## src/design/vei_pkg.sv

```systemverilog
// Shared types and constants for the velocity estimator.
// Holds the beat structs, datapath widths and the Q2.30 filter taps.
// No dependencies.
package vei_pkg;

    localparam int SAMPLE_W   = 32;
    localparam int NUM_AXES   = 3;
    localparam int DIFF_SCALE = 500;
    localparam int DIFF_W     = SAMPLE_W + 3;
    localparam int RAW_W      = DIFF_W + $clog2(DIFF_SCALE);
    localparam int COEF_W     = 33;
    localparam int COEF_SHIFT = 30;
    localparam int PROD_W     = RAW_W + 1 + COEF_W;
    localparam int ACC_W      = 48;

    // Q2.30 taps; the feed-forward taps carry the 1/1000 scale
    localparam logic signed [COEF_W-1:0] COEF_A  = 33'sd235794;
    localparam logic signed [COEF_W-1:0] COEF_B  = 33'sd707381;
    localparam logic signed [COEF_W-1:0] COEF_G1 = 33'sd2951501526;
    localparam logic signed [COEF_W-1:0] COEF_G2 = 33'sd2714634079;
    localparam logic signed [COEF_W-1:0] COEF_G3 = 33'sd834941642;

    typedef logic signed [SAMPLE_W-1:0] sample_t;
    typedef logic signed [RAW_W-1:0]    raw_t;

    typedef struct packed {
        sample_t pos_x;
        sample_t pos_y;
        sample_t pos_z;
    } vei_in_t;

    typedef struct packed {
        sample_t vel_x;
        sample_t vel_y;
        sample_t vel_z;
    } vei_out_t;

endpackage

```

## src/design/vei_diff.sv

```systemverilog
// One axis of the backward-difference stage: raw = (3p - 4p1 + p2) * 500.
// Keeps the two previous samples and registers the raw velocity.
// Depends on vei_pkg.
module vei_diff (
    input  logic           clk,
    input  logic           rst_n,
    input  logic           en,
    input  vei_pkg::sample_t pos,
    output vei_pkg::raw_t  raw
);
    import vei_pkg::*;

    sample_t                  p1_reg;
    sample_t                  p2_reg;
    raw_t                     raw_reg;
    logic signed [DIFF_W-1:0] diff;
    raw_t                     raw_next;

    always_comb
    begin
        diff = (DIFF_W'(pos) <<< 1) + DIFF_W'(pos) - (DIFF_W'(p1_reg) <<< 2)
             + DIFF_W'(p2_reg);
        raw_next = RAW_W'(diff) * RAW_W'(DIFF_SCALE);
    end

    always_ff @(posedge clk or negedge rst_n)
    begin
        if (!rst_n)
        begin
            p1_reg <= '0;
            p2_reg <= '0;
        end
        else if (en)
        begin
            p2_reg <= p1_reg;
            p1_reg <= pos;
        end
    end

    always_ff @(posedge clk)
    begin
        if (en)
        begin
            raw_reg <= raw_next;
        end
    end

    assign raw = raw_reg;

endmodule

```

## config.mk

```make
export PLATFORM = sky130hd
export DESIGN_NAME = vei_diff
export DESIGN_NICKNAME = d
export VERILOG_FILES = /design/src/design/vei_pkg.sv /design/src/design/vei_diff.sv
export SDC_FILE = /design/constraint.sdc
export NUM_CORES = 1
export LEC_CHECK = 0
export ABC_AREA = 1
export BUFFER_PORTS_ARGS = -buffer_cell sky130_fd_sc_hd__buf_2
export CORE_UTILIZATION = 69
export CTS_CLUSTER_DIAMETER = 200
export DETAILED_ROUTE_END_ITERATION = 10
export MAX_ROUTING_LAYER = met4
export PLACE_DENSITY = 0.95
export SLEW_MARGIN = 15
export SYNTH_ARGS = -nofsm -noshare
export SYNTH_HDL_FRONTEND = slang
export SYNTH_SLANG_ARGS = --single-unit
```

## constraint.sdc

```tcl
create_clock -name clk -period 15.7 [get_ports clk]
set_clock_uncertainty 0.05 [all_clocks]
set_input_delay 2.355 -clock clk [delete_from_list [all_inputs] [get_ports clk]]
set_output_delay 2.355 -clock clk [all_outputs]
set_load 0.01 [all_outputs]
```

After elaboration in Yosys (flattened, before gate mapping)
Index checks and enable logic that the tools add are counted.
Widths: inputs -> output; s select.
{ "classes": {"n_addsub": 3, "multipliers": 1, "div": 0, "magnitude_cmp": 0, "eq_ne": 0, "n_shift": 0, "muxes": 0, "bitwise": 0, "reduce_logical": 0} }
{ "ops": {"columns": ["op", "n"], "rows": [
  ["$mul 35x8->42 const B", 1],
  ["$add 35x32->35", 1],
  ["$sub 34x34->35", 1],
  ["$add 33x32->34", 1]
]} }
{ "totals": {"reg_bits": 106, "latch_bits": 0, "mem_bits_rw": 0, "mem_bits_ro": 0, "word_cells": 7, "mem_count": 0} }

Logic depth before layout (Yosys ltp)
{ "logic_depth": {"word_depth": 4, "depth_mapped": 40, "ltp_nobuf": 40} }

Least setup slack after synthesis
No wires, ideal clock.
{ "synth_path": {"path_type": "input to register", "startpoint": "input port pos[1]", "endpoint": "register raw_reg[42] (netlist: raw[42]) (data pin)", "setup_time_ps": 258, "t_arrival_ps": 8444, "t_required_ps": 15392, "setup_slack_ps": 6948, "path_stages": 33, "cell_sequence": "fa_1 -> inv_1 -> fa_1 -> inv_1 -> fa_1 -> nand3_1 -> nand3_1 -> nand2_1 -> nand2_1 -> nand2_1 -> nand2_2 -> nand2_1 -> nand2_2 -> nand2_1 -> nand2_1 -> xnor2_1 -> inv_1 -> fa_1 -> inv_1 -> fa_1 -> inv_1 -> fa_1 -> inv_1 -> fa_1 -> inv_1 -> ha_1 -> nand2_1 -> nor2_1 -> inv_1 -> nor4_1 -> nand3_1 -> nand3_1 -> xor2_1"} }
{ "synth_between": {"elab_chain_len": 4} }
{ "synth_rtl": {"columns": ["element", "line_no", "text"], "rows": [
  ["start, declared", "vei_diff.sv:8", "input vei_pkg::sample_t pos,"],
  ["$add 33x32->34", "vei_diff.sv:21", "diff = (DIFF_W'(pos) <<< 1) + DIFF_W'(pos) - (DIFF_W'(p1_reg) <<< 2)"],
  ["$sub 34x34->35", "vei_diff.sv:21", null],
  ["$add 35x32->35", "vei_diff.sv:22", "+ DIFF_W'(p2_reg);"],
  ["$mul 35x8->42", "vei_diff.sv:23", "raw_next = RAW_W'(diff) * RAW_W'(DIFF_SCALE);"],
  ["named net raw_next[42]", "vei_diff.sv:17", "raw_t raw_next;"],
  ["end signal, assigned", "vei_diff.sv:44", "raw_reg <= raw_next;"],
  ["end, declared", "vei_diff.sv:15", "raw_t raw_reg;"]
]} }
The timed path passes the listed nets, and every way through them passes these cells.
A chain may end at the register's enable or synchronous reset.

Worst setup path in the final report
{ "layout_path": {"startpoint": "input port pos[1]", "endpoint": "register raw_reg[41] (netlist: raw[41]) (data pin)"} }
Same word-level chain as after synthesis.

==> impl_results.md <==
- Asr flop ratio synth: 0.6038
- Worst Path Required: 15,870 ps
- Yosys warnings: 0
- DRC Markers: 0
- FF-to-FF Start: p1_reg[0]$_DFFE_PN0P_
- Synth-to-Final Area Change: 6.296%
- Fmax achieved: 106.8 MHz
- Top-Level Pins: 79
- Mapped cell area: 0.01504 mm²
- Final setup TNS: 0 ps
- Post-CTS Setup Inserts: 0
- Die ar.: 0.02240 mm²
- Nets: 2,359
- Hold Path Class: register to register
- Top cells by area, synth: fa_1 (25%), inv_1 (13%), ha_1 (11%)
- Clk sink count: 106
- Critical Path Max Stage Delay: 560 ps
- Crit path launch: pos[1]
- Post-synthesis cell count: 1,931
- Final core utilization: 0.7536
- Crit Path Class: input port to register
- Status: finished, final reports clean
- Fin crit share: 0.5962
- RSZ-0062 raised after global routing: no
- Largest net degree at the start of global routing: 117
- Relative slew slack: 0.3510
- Ys flop type: dfrtp_1
- Crit-path slowest cell: fa_1
- Final slew viol count: 0
- Initial core utilization: 0.7090
- WL per Instance: 15.50 µm
- Worst R2R Setup Slack: 8100 ps
- Most frequent cell after synthesis: inv_1
- Die height: 149.7 µm
- Crit path launch type: input port
- Worst hold start: p1_reg[20]$_DFFE_PN0P_
- Area occupied by multi-input gates: 0.01009 mm²
- First-pass GRT wire length: 59,070 µm
- Depth of the CTS H-tree: 3
- Tot GR Track Use: 0.3460
- FF/Latch Area: 0.002863 mm²
- Post-cts sizing count: 0
- Max cap viols: 0
- GR Overflow Total: 0
- RD Place Congestion: 0.9387
- Number of synthesized flops with an enable pin: 42
- Cts hold-fix bufs: 0
- TritonCTS Buffers: 9
- Final min period: 9360 ps
- Initial antenna violation count: 1
- Max reg flops: 42
- Port Buffers: 76
- Crit path DAT: 9530 ps
- Slew @ Worst Pin: 970.3 ps
- Worst-Skew Late Latency: 380 ps
- Part of the Yosys area used for sequential elements: 0.1903
- Post-synthesis register bit count: 106
- Fillers: 1,492
- CORE AREA: 0.02122 mm²
- Top-area cell type share of the netlist area: 0.2462
- Crit path max fanout: 5
- Reg clk slew, reported paths: 100 ps
- Clock Path Buffers: 2
- Top Family by Delay on Critical Path: adder cells
- Synth area leader: fa_1
- Fin. Hold Viols: 0
- CTS tree: yes
- Ant diodes: 0
- CP Buf/Inv Count: 8
- Post-DRT Antenna Nets: 0
- CTS root buffer: clkbuf_16
- Via density: 5.464
- Mapped Avg Cell Area: 7.791 µm²
- Routed wire length: 35,380 µm
- Cell Rows: 53
- Die width: 149.7 µm
- Synth cell types: 49
- Drt first pass iters: 6
- Vias in the first global route: 13,000
- Setup crit end kind: register
- Final setup viols: 0
- Layout cell share with drive strength beyond 1: 0.08367
- List of most frequent post-synthesis cells: inv_1 (530), nand2_1 (404), fa_1 (185), ha_1 (136), nor2_1 (116)
- Drt first-iter violations: 820
- Dpl hpwl: 29,820 µm
- Via count: 12,470
## path summary, 6_finish.rpt
kind | to | cells after the start
max in group asynchronous | p2_reg[5]$_DFFE_PN0P_ | 2
setup / recovery | raw[41]$_DFFE_PP_ | 34
setup reg to reg | raw[41]$_DFFE_PP_ | 34
hold reg to reg | p2_reg[20]$_DFFE_PN0P_ | 2
hold / removal | p2_reg[20]$_DFFE_PN0P_ | 2
min in group asynchronous | p2_reg[24]$_DFFE_PN0P_ | 2
## worst reg2reg max path, delay by kind of cell, from the launching register on
family | cells | cell delay, ps
DFF | 1 | 340
and+or+nand+nor | 16 | 2090
buffers and inverters | 8 | 600
adders and majority gates | 8 | 3930
xor gates and xnor gates | 2 | 470
## stage by stage
step                hold slack (ps)  area [µm²]  worst slack [ps]  std cells
floorplan                     399.8       15050              6948       1932
global placement              410.4       15710              6098       2267
detailed placement            417.1       15710              5994       2267
CTS                           423.9       15990              6402       2283
global route                  453.9       15990              5903       2283
finish                        420.7       15990              6340       2283
## kinds of logic (layout without fill, tap and decap cells)
logic type / count (synthesis) / after routing / synth area share
other: 1 / 2 / 0.0002493
AOI/OAI and AO/OA: 208 / 208 / 0.07876
buffers and inverters: 555 / 631 / 0.1393
DFF: 106 / 106 / 0.1903
and+or+nand+nor: 680 / 680 / 0.1965
xor gates and xnor gates: 59 / 59 / 0.03485
adders and majority gates: 321 / 321 / 0.3593
muxes: 1 / 1 / 0.0007484
## routing by layer
layer / global-route usage / vias to the layer above / wire length [µm]
li1: - / 5969 / -
met1: 0.4104 / 5917 / 14260
met2: 0.5993 / 480 / 17880
met3: 0.03476 / 108 / 1846
met4: 0.1495 / 0 / 1399
met5: - / - / 0
## cell type report
cell class              count  share of cell area
multi-input cells        1271              0.6309
flip-flops and latches    106              0.1790
inverters                 537              0.1262
repair buffers             78             0.02488
well taps                 275             0.02152
clock buffers              10             0.01432
clock inverters             6            0.003130
## placed cells by master (no fill, tap or decap), drive strengths merged, types with 42 or more instances in the layout
cell	Yosys	layout
buf	11	78
dfrtp	64	64
o21ai	84	84
a21oi	81	81
xor2	42	42
nand3	75	75
nor2	123	123
ha	136	136
fa	185	185
nand2	445	445
edfxtp	42	42
inv	537	539
Power is not shown: default switching activity piles up to over one toggle a cycle in this logic, so the estimate is an artifact.
